===== src/hdl/i2c_master_transaction_sequencer_assert.svh =====
// Assertion macros used by the I2C master transaction sequencer top level.
`ifndef I2C_MASTER_TRANSACTION_SEQUENCER_ASSERT_SVH
`define I2C_MASTER_TRANSACTION_SEQUENCER_ASSERT_SVH

// Concurrent check on the rising clock edge, switched off while reset is low.
`define I2CMTS_ASSERT(lbl, prop, msg) \
    lbl: assert property (@(posedge aclk) disable iff (!aresetn) prop) else $error(msg);

// Concurrent check on the rising clock edge that also holds during reset.
`define I2CMTS_ASSERT_ALWAYS(lbl, prop, msg) \
    lbl: assert property (@(posedge aclk) prop) else $error(msg);

`endif


===== src/hdl/i2cmts_pkg.sv =====
// Types and constants shared by the I2C master transaction sequencer.
`timescale 1ns / 1ps

package i2cmts_pkg;

    localparam int unsigned IN_TDATA_W  = 40;
    localparam int unsigned IN_TUSER_W  = 3;
    localparam int unsigned OUT_TDATA_W = 40;

    // Command codes carried in tuser.
    typedef enum logic [2:0] {
        CMD_LOAD     = 3'd0,
        CMD_START_WR = 3'd1,
        CMD_START_RD = 3'd2,
        CMD_BUS_EVT  = 3'd3,
        CMD_BUS_ERR  = 3'd4
    } cmd_t;

    // Transaction phases.
    typedef enum logic [2:0] {
        PH_IDLE    = 3'd0,
        PH_WR_ADDR = 3'd1,
        PH_WR_DATA = 3'd2,
        PH_RD_ADDR = 3'd3,
        PH_RD_DATA = 3'd4
    } phase_t;

    // One input transaction, unpacked.
    typedef struct packed {
        cmd_t       command;
        logic [6:0] slave_address;
        logic [7:0] length;
        logic [7:0] buf_index;
        logic [7:0] byte_value;
        logic       flag_start_sent;
        logic       flag_addr_acked;
        logic       flag_tx_empty;
        logic       flag_rx_full;
    } in_item_t;

    // One result transaction, unpacked.
    typedef struct packed {
        logic       accepted;
        logic       start_request;
        logic       tx_valid;
        logic [7:0] tx_byte;
        logic       stop_request;
        logic       ack_enable;
        logic       rx_valid;
        logic [7:0] rx_byte;
        logic [7:0] rx_index;
        logic       done_res;
        logic       failed;
        logic       busy_res;
    } result_t;

    // Write buffer access from the controller.
    typedef struct packed {
        logic       we;
        logic [7:0] waddr;
        logic [7:0] wdata;
        logic [7:0] raddr;
    } wbuf_req_t;

endpackage


===== src/hdl/i2cmts_wbuf.sv =====
// Write data buffer with one write port and one registered read port.
`timescale 1ns / 1ps

module i2cmts_wbuf #(
    parameter int unsigned BUF_DEPTH = 256
) (
    input  logic                  aclk,
    input  i2cmts_pkg::wbuf_req_t req,
    output logic [7:0]            rd_data
);
    import i2cmts_pkg::*;

    localparam int unsigned AW = (BUF_DEPTH > 1) ? $clog2(BUF_DEPTH) : 1;

    logic [7:0] mem [BUF_DEPTH];
    logic [7:0] rd_data_reg;

    // Store a loaded byte.
    always_ff @(posedge aclk) begin
        if (req.we) begin
            mem[req.waddr[AW-1:0]] <= req.wdata;
        end
    end

    // Read the entry the controller will point at next; a same-cycle write is forwarded.
    always_ff @(posedge aclk) begin
        if (req.we && (req.waddr == req.raddr)) begin
            rd_data_reg <= req.wdata;
        end else begin
            rd_data_reg <= mem[req.raddr[AW-1:0]];
        end
    end

    assign rd_data = rd_data_reg;

endmodule


===== src/hdl/i2cmts_ctrl.sv =====
// Transaction state and the single-step logic that forms each result.
`timescale 1ns / 1ps

module i2cmts_ctrl #(
    parameter int unsigned BUF_DEPTH = 256
) (
    input  logic                  aclk,
    input  logic                  aresetn,
    input  logic                  advance,
    input  i2cmts_pkg::in_item_t  item,
    input  logic [7:0]            rd_data,
    output i2cmts_pkg::result_t   result,
    output i2cmts_pkg::wbuf_req_t wbuf_req
);
    import i2cmts_pkg::*;

    localparam logic [8:0] DEPTH_9 = 9'(BUF_DEPTH);

    phase_t     phase_reg, phase_next;
    logic [6:0] tgt_reg, tgt_next;
    logic [7:0] wlen_reg, wlen_next;
    logic [7:0] wpos_reg, wpos_next;
    logic [7:0] rlen_reg, rlen_next;
    logic [7:0] rpos_reg, rpos_next;
    logic       ack_reg, ack_next;

    logic [7:0] rpos_inc;
    logic [7:0] wpos_inc;
    logic       wr_more;
    logic       wr_in_range;
    logic       load_in_range;
    logic       is_idle;

    assign rpos_inc      = rpos_reg + 8'd1;
    assign wpos_inc      = wpos_reg + 8'd1;
    assign wr_more       = wpos_reg < wlen_reg;
    assign wr_in_range   = {1'b0, wpos_reg} < DEPTH_9;
    assign load_in_range = {1'b0, item.buf_index} < DEPTH_9;
    assign is_idle       = (phase_reg == PH_IDLE);

    // Next phase.
    always_comb begin
        phase_next = phase_reg;
        unique case (item.command)
            CMD_START_WR: begin
                if (is_idle) phase_next = PH_WR_ADDR;
            end
            CMD_START_RD: begin
                if (is_idle && (item.length != 8'd0)) phase_next = PH_RD_ADDR;
            end
            CMD_BUS_EVT: begin
                unique case (phase_reg)
                    PH_WR_ADDR: begin
                        if (item.flag_start_sent) phase_next = PH_WR_DATA;
                    end
                    PH_WR_DATA: begin
                        if (item.flag_addr_acked && (wlen_reg == 8'd0)) begin
                            phase_next = PH_IDLE;
                        end else if (item.flag_tx_empty && !wr_more) begin
                            phase_next = PH_IDLE;
                        end
                    end
                    PH_RD_ADDR: begin
                        if (item.flag_start_sent) phase_next = PH_RD_DATA;
                    end
                    PH_RD_DATA: begin
                        if (item.flag_rx_full && (rpos_inc == rlen_reg)) phase_next = PH_IDLE;
                    end
                    default: begin
                    end
                endcase
            end
            CMD_BUS_ERR: begin
                phase_next = PH_IDLE;
            end
            default: begin
            end
        endcase
    end

    // Datapath updates and result fields.
    always_comb begin
        tgt_next  = tgt_reg;
        wlen_next = wlen_reg;
        wpos_next = wpos_reg;
        rlen_next = rlen_reg;
        rpos_next = rpos_reg;
        ack_next  = ack_reg;
        result    = '0;
        unique case (item.command)
            CMD_START_WR: begin
                if (is_idle) begin
                    tgt_next             = item.slave_address;
                    wlen_next            = item.length;
                    wpos_next            = 8'd0;
                    rlen_next            = 8'd0;
                    result.start_request = 1'b1;
                    result.accepted      = 1'b1;
                end
            end
            CMD_START_RD: begin
                if (is_idle && (item.length != 8'd0)) begin
                    tgt_next             = item.slave_address;
                    wlen_next            = 8'd0;
                    rlen_next            = item.length;
                    rpos_next            = 8'd0;
                    ack_next             = 1'b1;
                    result.start_request = 1'b1;
                    result.accepted      = 1'b1;
                end
            end
            CMD_BUS_EVT: begin
                unique case (phase_reg)
                    PH_WR_ADDR: begin
                        if (item.flag_start_sent) begin
                            result.tx_valid = 1'b1;
                            result.tx_byte  = {tgt_reg, 1'b0};
                        end
                    end
                    PH_WR_DATA: begin
                        if (item.flag_addr_acked && (wlen_reg == 8'd0)) begin
                            result.stop_request = 1'b1;
                            result.done_res     = 1'b1;
                        end else if (item.flag_tx_empty) begin
                            if (wr_more) begin
                                result.tx_valid = 1'b1;
                                result.tx_byte  = wr_in_range ? rd_data : 8'd0;
                                wpos_next       = wpos_inc;
                            end else begin
                                result.stop_request = 1'b1;
                                result.done_res     = 1'b1;
                            end
                        end
                    end
                    PH_RD_ADDR: begin
                        if (item.flag_start_sent) begin
                            result.tx_valid = 1'b1;
                            result.tx_byte  = {tgt_reg, 1'b1};
                        end
                    end
                    PH_RD_DATA: begin
                        // NACK up front for a single-byte read.
                        if (item.flag_addr_acked) ack_next = (rlen_reg != 8'd1);
                        if (item.flag_rx_full) begin
                            result.rx_valid = 1'b1;
                            result.rx_byte  = item.byte_value;
                            result.rx_index = rpos_reg;
                            rpos_next       = rpos_inc;
                            // NACK the last byte, then re-enable once it has arrived.
                            if ((rlen_reg > 8'd1) &&
                                (({1'b0, rpos_reg} + 9'd2) == {1'b0, rlen_reg})) begin
                                ack_next = 1'b0;
                            end
                            if (rpos_inc == rlen_reg) begin
                                result.stop_request = 1'b1;
                                result.done_res     = 1'b1;
                                ack_next            = 1'b1;
                            end
                        end
                    end
                    default: begin
                    end
                endcase
            end
            CMD_BUS_ERR: begin
                result.stop_request = 1'b1;
                result.done_res     = 1'b1;
                result.failed       = 1'b1;
            end
            default: begin
            end
        endcase
        result.ack_enable = ack_next;
        result.busy_res   = (phase_next != PH_IDLE);
    end

    // Buffer access: loads write, reads follow the position the next step will use.
    always_comb begin
        wbuf_req.we    = advance && (item.command == CMD_LOAD) && load_in_range;
        wbuf_req.waddr = item.buf_index;
        wbuf_req.wdata = item.byte_value;
        wbuf_req.raddr = advance ? wpos_next : wpos_reg;
    end

    // State registers.
    always_ff @(posedge aclk) begin
        if (!aresetn) begin
            phase_reg <= PH_IDLE;
            tgt_reg   <= 7'd0;
            wlen_reg  <= 8'd0;
            wpos_reg  <= 8'd0;
            rlen_reg  <= 8'd0;
            rpos_reg  <= 8'd0;
            ack_reg   <= 1'b0;
        end else if (advance) begin
            phase_reg <= phase_next;
            tgt_reg   <= tgt_next;
            wlen_reg  <= wlen_next;
            wpos_reg  <= wpos_next;
            rlen_reg  <= rlen_next;
            rpos_reg  <= rpos_next;
            ack_reg   <= ack_next;
        end
    end

endmodule


===== src/hdl/i2c_master_transaction_sequencer.sv =====
// Top level of the I2C master transaction sequencer.
//
//  Channel  Direction  Contents
//  s_       in         tuser: command; tdata: address, length, index, byte, event flags
//  m_       out        tdata: one status and data transaction per input transaction
//
// Each input transaction passes an input register, one step of control logic and a
// result register, one transaction per cycle sustained while m_tready does not stall it.
// The write buffer is read ahead at the position the next step will use.
// Reset (aresetn low, synchronous) empties both registers and returns to idle.
// A stalled result holds its register; s_tready stays high while the result register
// is empty or being taken.
`timescale 1ns / 1ps

module i2c_master_transaction_sequencer #(
    parameter int unsigned BUF_DEPTH = 256
) (
    input  logic                                   aclk,
    input  logic                                   aresetn,
    input  logic                                   s_tvalid,
    output logic                                   s_tready,
    // [6:0] slave_address, [14:7] length, [22:15] buf_index, [30:23] byte_value,
    // [31] flag_start_sent, [32] flag_addr_acked, [33] flag_tx_empty, [34] flag_rx_full
    input  logic [i2cmts_pkg::IN_TDATA_W-1:0]      s_tdata,
    // [2:0] command
    input  logic [i2cmts_pkg::IN_TUSER_W-1:0]      s_tuser,
    output logic                                   m_tvalid,
    input  logic                                   m_tready,
    // [0] accepted, [1] start_request, [2] tx_valid, [10:3] tx_byte, [11] stop_request,
    // [12] ack_enable, [13] rx_valid, [21:14] rx_byte, [29:22] rx_index, [30] done_res,
    // [31] failed, [32] busy_res
    output logic [i2cmts_pkg::OUT_TDATA_W-1:0]     m_tdata
);
    import i2cmts_pkg::*;

`include "i2c_master_transaction_sequencer_assert.svh"

    in_item_t   in_reg;
    logic       in_valid_reg;
    result_t    out_reg;
    logic       out_valid_reg;
    result_t    step_result;
    wbuf_req_t  wbuf_req;
    logic [7:0] rd_data;
    logic       advance;
    logic       s_take;

    assign advance  = in_valid_reg && (!out_valid_reg || m_tready);
    assign s_tready = !in_valid_reg || advance;
    assign s_take   = s_tvalid && s_tready;

    // Input register.
    always_ff @(posedge aclk) begin
        if (!aresetn) begin
            in_valid_reg <= 1'b0;
        end else if (s_tready) begin
            in_valid_reg <= s_tvalid;
        end
    end

    always_ff @(posedge aclk) begin
        if (s_take) begin
            in_reg.command         <= cmd_t'(s_tuser[2:0]);
            in_reg.slave_address   <= s_tdata[6:0];
            in_reg.length          <= s_tdata[14:7];
            in_reg.buf_index       <= s_tdata[22:15];
            in_reg.byte_value      <= s_tdata[30:23];
            in_reg.flag_start_sent <= s_tdata[31];
            in_reg.flag_addr_acked <= s_tdata[32];
            in_reg.flag_tx_empty   <= s_tdata[33];
            in_reg.flag_rx_full    <= s_tdata[34];
        end
    end

    i2cmts_ctrl #(
        .BUF_DEPTH (BUF_DEPTH)
    ) u_ctrl (
        .aclk     (aclk),
        .aresetn  (aresetn),
        .advance  (advance),
        .item     (in_reg),
        .rd_data  (rd_data),
        .result   (step_result),
        .wbuf_req (wbuf_req)
    );

    i2cmts_wbuf #(
        .BUF_DEPTH (BUF_DEPTH)
    ) u_wbuf (
        .aclk    (aclk),
        .req     (wbuf_req),
        .rd_data (rd_data)
    );

    // Result register.
    always_ff @(posedge aclk) begin
        if (!aresetn) begin
            out_valid_reg <= 1'b0;
        end else if (advance) begin
            out_valid_reg <= 1'b1;
        end else if (m_tready) begin
            out_valid_reg <= 1'b0;
        end
    end

    always_ff @(posedge aclk) begin
        if (advance) begin
            out_reg <= step_result;
        end
    end

    // Output packing.
    assign m_tvalid = out_valid_reg;
    assign m_tdata  = {7'd0,
                       out_reg.busy_res, out_reg.failed, out_reg.done_res,
                       out_reg.rx_index, out_reg.rx_byte, out_reg.rx_valid,
                       out_reg.ack_enable, out_reg.stop_request, out_reg.tx_byte,
                       out_reg.tx_valid, out_reg.start_request, out_reg.accepted};

    // Checks on the result register and the flow control.
    `I2CMTS_ASSERT(a_done_not_busy, out_valid_reg && out_reg.done_res |-> !out_reg.busy_res, "done result still reports busy")
    `I2CMTS_ASSERT(a_fail_done, out_valid_reg && out_reg.failed |-> out_reg.done_res, "failed without done")
    `I2CMTS_ASSERT(a_accept_start, out_valid_reg && out_reg.accepted |-> out_reg.start_request && out_reg.busy_res, "accepted start without start request")
    `I2CMTS_ASSERT(a_tx_rx_excl, out_valid_reg |-> !(out_reg.tx_valid && out_reg.rx_valid), "transmit and receive in one result")
    `I2CMTS_ASSERT_ALWAYS(a_ready_when_empty, !out_valid_reg |-> s_tready, "input stalled while result register empty")

endmodule

===== config.mk =====
export PLATFORM = sky130hd
export DESIGN_NAME = i2c_master_transaction_sequencer
export DESIGN_NICKNAME = d
export VERILOG_FILES = /design/src/hdl/i2cmts_pkg.sv /design/src/hdl/i2cmts_wbuf.sv /design/src/hdl/i2cmts_ctrl.sv /design/src/hdl/i2c_master_transaction_sequencer.sv
export VERILOG_INCLUDE_DIRS = /design/src /design/src/hdl
export SDC_FILE = /design/constraint.sdc
export NUM_CORES = 2
export LEC_CHECK = 0
export ABC_AREA = 1
export BUFFER_PORTS_ARGS = -buffer_cell sky130_fd_sc_hd__buf_2
export CELL_PAD_IN_SITES_DETAIL_PLACEMENT = 1
export CELL_PAD_IN_SITES_GLOBAL_PLACEMENT = 1
export CORE_MARGIN = 3
export CORE_UTILIZATION = 45
export CTS_CLUSTER_DIAMETER = 50
export DETAILED_ROUTE_END_ITERATION = 10
export GPL_TIMING_DRIVEN = 1
export PLACE_DENSITY_LB_ADDON = 0.25
export SYNTH_ARGS = -nofsm -noshare
export SYNTH_HDL_FRONTEND = slang
export SYNTH_SLANG_ARGS = --single-unit

===== constraint.sdc =====
create_clock -name aclk -period 5.2 [get_ports aclk]
set_clock_uncertainty 0.05 [all_clocks]
set_input_delay 0.78 -clock aclk [delete_from_list [all_inputs] [get_ports aclk]]
set_output_delay 0.78 -clock aclk [all_outputs]
set_load 0.01 [all_outputs]

Word-level counts from Yosys, hierarchy flattened
Memory sizes are Yosys's and may differ from the RTL's. A register that Yosys moved wholly into a read port is not among the register bits.
Cells that the tools add are included.
{"block": "totals", "reg_bits": 116, "latchBits": 0, "ramBits": 2048, "mem_bits_ro": 0, "inputBits": 47, "out_inout_bits": 42, "elab_cells": 136, "memories": 1}
{"memory": "u_wbuf.mem", "depth": 256, "word_bits": 8, "read_ports": 1, "rd_clocked_by_memory_dff": 1, "wr": 1, "line_no": "i2cmts_wbuf.sv:15", "text": "logic [7:0] mem [BUF_DEPTH];"}
{"block": "op_classes", "addsub": 3, "mul": 0, "n_div": 0, "magnitude_cmp": 2, "n_eq_ne": 15, "shifts": 0, "mux": 60, "bitwise_logic": 0, "n_reduce_logical": 25}
{"cell": "two-way mux 8 bit", "n": 12}
{"cell": "case mux 8 bit (2 select lines)", "n": 4}
{"cell": "two-way mux 9 bit", "n": 4}
{"cell": "case mux 9 bit (3 select lines)", "n": 1}
{"cell": "case mux 3 bit (4 select lines)", "n": 2}
{"cell": "two-way mux 3 bit", "n": 7}
{"cell": "two-way mux 18 bit", "n": 1}
{"cell": "two-way mux 1 bit", "n": 17}
{"cell": "adder 8 x 1 -> 8 bit (second input constant)", "n": 2}
{"cell": "two-way mux 7 bit", "n": 2}
{"cell": "case mux 7 bit (2 select lines)", "n": 1}
{"cell": "== test 3 x 2 -> 1 bit (second input constant)", "n": 4}
{"cell": "two-way mux 10 bit", "n": 1}
{"cell": "case mux 1 bit (2 select lines)", "n": 5}
{"cell": "adder 8 x 2 -> 9 bit (second input constant)", "n": 1}
{"cell": "== test 9 x 8 -> 1 bit", "n": 1}
{"cell": "== test 8 bit", "n": 1}
{"cell": "> comparator 8 x 1 -> 1 bit (second input constant)", "n": 1}
{"cell": "logical AND 1 bit", "n": 8}
{"cell": "zero test 8 bit", "n": 1}
{"cell": "less-than comparator 8 bit", "n": 1}
{"cell": "!= test 8 x 1 -> 1 bit (second input constant)", "n": 1}
{"cell": "nonzero test 8 bit", "n": 1}
{"cell": "== test 3 x 1 -> 1 bit (second input constant)", "n": 2}
{"cell": "14 further kinds", "n": 24}

Longest topological paths before layout
{"block": "logic_depth", "word_depth": 8, "depth_mapped": 16, "mapped_depth_nobuf": 16}

By module
Synthesis repeated with hierarchy kept, for this count alone.
{"block": "hier_totals", "hier_cells": 7617, "hier_area_um2": 88994.1}
{"module": "i2cmts_wbuf", "n_inst": 1, "cells_each": 7003, "area_per_inst_um2": 83396.2, "seq_area_each_um2": 61659.1}
{"module": "i2cmts_ctrl", "n_inst": 1, "cells_each": 522, "area_per_inst_um2": 3314.4, "seq_area_each_um2": 860.8}
{"module": "i2c_master_transaction_sequencer", "n_inst": 1, "cells_each": 92, "area_per_inst_um2": 2283.4, "seq_area_each_um2": 2172.1}

Worst setup path after synthesis
No wires, ideal clock.
{"block": "synth_timing", "path_kind": "reg-to-reg", "start": "register in_reg[4] in the netlist's numbering", "end": "memory u_wbuf.mem[0][0] (data pin)", "setup_time_ps": 821, "arrival_ps": 3243, "t_required_ps": 4329, "path_slack_ps": 1087, "path_stages_with_launch": 1, "path_buffers": 0, "period_less_slack_ps": 4113, "cell_sequence": "edfxtp_1"}
{"item": "start: declaration", "line_no": "i2c_master_transaction_sequencer.sv:38", "text": "in_item_t in_reg;"}
{"item": "end: declaration", "line_no": "i2cmts_wbuf.sv:15"}
No word-level cell before the write port.

==> impl_summary.md <==
Timing
The routed design could run at a clock period as short as 3.777 ns. After layout, the worst setup slack is 1.423 ns. The hold violation count in the final report is 0. The headroom to the max-slew limit is 3.381%. Setup repair after global routing left no endpoint under its margin.

Setup total negative slack on the finished layout was measured at 0 ns. The count of final setup violators is 0. Derived from the worst setup path, the maximum achievable clock frequency is 0.2648 GHz. The transition time of the tightest slew-check pin is 1.449 ns. The final critical path takes up 72.63% of the cycle. The max-slew violation count is 0.

Floorplanning
The die is 449.9 um tall. The die covers 202400 sq um. The area inside the core boundary is 195400 sq um. Once the floorplan was initialized, standard cells occupied 45.38% of the core.

The overall die width is 449.9 um. The placement row count is 162. The top-level port count is 89.

Clocking
The count of clock tree sinks is 2170. In this run, post-CTS hold repair placed 5 buffers. Once the clock tree was built, the setup fixing pass inserted 0 buffers. Clock latency on the worst-skew pair, taken at its later pin, is 0.86 ns.

The CTS tree is built. The quantity of gates resized following cts is 0. The H-tree level count is 4. After clock tree synthesis, the clock-pin slew on the worst setup and hold paths is 0.06 ns. The root buffer cell chosen for the clock tree is sky130_fd_sc_hd__clkbuf_16.

The clock passes through at most 3 buffers. Counting the buffers created by CTS gives 230.

Placed design
After legalization and detailed placement, the total HPWL measured 151900 um. The instance count after placement with tap cells included is 9987. Prior to clock tree synthesis, the placed netlist has a worst setup slack of 1.058 ns.

At the end of routability-driven placement, the weighted congestion stood at 0.8409. The count of input and output buffers is 76.

Yosys
Yosys attributes the largest share of cell area to sky130_fd_sc_hd__edfxtp_1, sky130_fd_sc_hd__nand3_1, sky130_fd_sc_hd__nand2_1, sky130_fd_sc_hd__buf_2, sky130_fd_sc_hd__nor2_1. The main combinational cell family by area after synthesis is simple AND/OR/NAND/NOR gates. In this run the biggest area consumer among cell types represents 71.70% of the synthesized area. The post-synthesis sequential area ratio is 72.89%.

The netlist uses 37 different library cells. Of the post-synthesis cell area, the part taken by muxes is 0%. Of the total synthesized cell area, the portion taken by AND, OR, NAND and NOR gates is 22.70%. In this run, synthesis inferred 2117 flip-flops with an integrated enable.

Among all cell types in the netlist, the one instantiated most often is sky130_fd_sc_hd__nand2_1. In the synthesized netlist, the cells that appear most often are sky130_fd_sc_hd__nand2_1, sky130_fd_sc_hd__edfxtp_1, sky130_fd_sc_hd__nand3_1. The adder-cell share of the synthesized area is 0.1411%. The count of state elements after synthesis is 2170.

The synthesized instance count is 7552. The cell type with the largest total area after synthesis is sky130_fd_sc_hd__edfxtp_1. In the synthesized netlist the async set-or-reset flop fraction comes to 0%. Summing the areas of all compound-gate instances in the mapped netlist gives 0.6096% of the synthesized area. The average footprint of a synthesized cell is 11.74 sq um. The most common flop cell mapped by yosys is sky130_fd_sc_hd__edfxtp_1. The count of warnings emitted by yosys is 0. The summed instance area of the synthesized netlist is 88670 sq um. The share of the synthesized netlist area taken by xor and xnor gates is 0.1778%.

Global routing
The via count of the first global-routing pass is 62076. Entering global routing, the biggest net connects 190 pins. The most used routing layer in global routing is met2. For this run the aggregate overflow at the end of global routing stands at 0.

The first global-routing pass estimated 398600 um of wire. The number of antenna violations at the first check in global routing was 7. Global routing used 3.529% of the available met3 tracks. For met1 alone, demand over resource in global routing was 35.62%. In the global route stage, overall resource usage came out at 26.04%. The met2 layer usage reported by global route is 42.45%.

Power and ir drop
The internal power is 0.02870 W. The cell area power density is 363.9 nW/um^2. The leakage power is 34.59 nW. Per report_power, the sequential group accounts for 53.2% of the total. The share of total power dissipated in the clock network is 45.0%.

In this run switching power makes up 20.78% of total power. Across the VDD grid, the largest voltage drop is 0.3449 mV. The proportion of power drawn by combinational gates is 1.8%. The total design power is 0.03623 W. In this run the power spent charging and discharging nets is 0.007530 W.

Finish
The flip-flop count of the largest register, all copies and words added is 2048. The proportion of layout cells with a drive suffix above 1 is 8.809%. After the last flow step, the layout net total stands at 7657. The number of cells in the finished layout apart from fillers is 10427. The fill cell instance count of the final layout is 20226. The growth of design area from synthesis to finish is 12.30%.

Worst setup path
The kind of end point of the critical path is a flip-flop. In this run the worst path has a maximum fanout of 189. The endpoint required time on the critical path is 5.74 ns. Data on the critical path arrives at its endpoint at 4.31 ns. The number of cells traversed by the worst register-to-register path is 12. The type of element launching the critical path is a flip-flop.

The type of the setup path with the least slack is reg2reg.

Worst hold path
Along the worst hold path, the cell count comes to 1. The path class of the tightest hold or removal check is in2reg. The worst hold path begins at s_tdata[6].

Detailed routing
Summed over all layers, the routed wires come to 267300 um. The routed layout has 59989 vias. The first detailed-routing pass took 6 iterations.

The detail route stage leaves a number of antenna-violating nets equal to 0. Dividing the detail-routed wire length by the instance count gives 25.63 um. The number of design rule violations left after detail routing is 0. Using the TritonRoute via totals, the vias-per-cell ratio works out to 5.753. The first-iteration detailed-routing DRC count is 6391.

Outcome
The flow ran to the end, and the final reports show no timing, DRC or antenna violations.

Flow run
The tool flagged a number of max-cap violations equal to 0.
[power by group through the flow]
| stage | clock, W | sequential (W) | combinational (W) |
|---|---|---|---|
| final | 0.0163 | 0.0193 | 0.000646 |
| after global routing | 0.0173 | 0.0193 | 0.000688 |
| after detailed placement | 0 | 0.0196 | 0.000641 |
| after CTS | 0.0165 | 0.0193 | 0.000648 |
| after floorplan | 0 | 0.0198 | 0.000146 |
| after global placement | 0 | 0.0196 | 0.000618 |
[cells by family after synthesis]
| family | Yosys count |
|---|---|
| flip-flops | 2170 |
| AND/OR/NAND/NOR | 4643 |
| adder cells (fa/ha/maj) | 10 |
| other | 1 |
| AO/OA/AOI/OAI | 102 |
| buffers and inverters | 608 |
| XOR/XNOR | 18 |
[placed cells by master (no fill, tap or decap), types with 24 or more instances in the layout]
cell                        netlist  layout
sky130_fd_sc_hd__nand2_1       2219    2203
sky130_fd_sc_hd__nand3_1       2068    2068
sky130_fd_sc_hd__buf_4           55     195
sky130_fd_sc_hd__buf_2          288      76
sky130_fd_sc_hd__buf_12           0      41
sky130_fd_sc_hd__edfxtp_1      2117    2117
sky130_fd_sc_hd__clkbuf_1        98      34
sky130_fd_sc_hd__o21ai_0         24      24
sky130_fd_sc_hd__clkinv_2         0      49
sky130_fd_sc_hd__inv_1           93      89
sky130_fd_sc_hd__nor2_1         326     326
sky130_fd_sc_hd__a21oi_1         58      58
sky130_fd_sc_hd__clkinv_1         2      62
sky130_fd_sc_hd__clkbuf_16        0     238
sky130_fd_sc_hd__dfxtp_1         53      47
[stage by stage]
| stage | hold slack [ns] | utilization, % | instance area (sq um) |
|---|---|---|---|
| 3_3_place_gp | 0.3845 | 47.10 | 92030 |
| 2_1_floorplan | 0.3739 | - | 88690 |
| 3_5_place_dp | 0.3879 | 47.10 | 92030 |
| 6_report | 0.04929 | 50.96 | 99580 |
| 5_1_grt | 0.01160 | 50.96 | 99570 |
| 4_1_cts | 0.001762 | 50.96 | 99570 |
[final cells by class]
class | instances | area [sq um] | share of cell area (%)
well taps | 2624 | 3283 | 3.297
flip-flops and latches | 2170 | 64650 | 64.93
clock buffers | 276 | 6138 | 6.164
inverters | 101 | 412.9 | 0.4147
clock inverters | 155 | 1351 | 1.357
repair buffers | 317 | 2715 | 2.727
diodes | 4 | 10.01 | 0.01005
multi-input cells | 4780 | 21010 | 21.10
[routing by layer]
layer | wire (um) | vias to the layer above
li1 | - | 26830
met1 | 110600 | 30645
met2 | 128900 | 2026
met3 | 17360 | 488
met4 | 10420 | 0
met5 | 0 | -
[final timing paths]
| check | end | slack, ns |
|---|---|---|
| min reg2reg | u_ctrl.tgt_reg[0] | 0.40 |
| max | m_tdata[8] | 1.42 |
| max reg2reg | m_tdata[8] | 1.42 |
| min | in_reg[34] | 0.05 |
[critical path, cell delays in order (launching register included)]
cell	delay (ns)
sky130_fd_sc_hd__dfxtp_4	0.70
sky130_fd_sc_hd__inv_16	0.34
sky130_fd_sc_hd__buf_4	0.44
sky130_fd_sc_hd__nand2_1	0.10
sky130_fd_sc_hd__nand3_1	0.08
sky130_fd_sc_hd__nand3_1	0.10
sky130_fd_sc_hd__nand3_1	0.11
sky130_fd_sc_hd__nand3_1	0.14
sky130_fd_sc_hd__nand3_1	0.24
sky130_fd_sc_hd__nand3_1	0.21
sky130_fd_sc_hd__nand3_1	0.34
sky130_fd_sc_hd__nand3_1	0.39
sky130_fd_sc_hd__a21oi_1	0.11
Power figures use the tool's default switching activity.
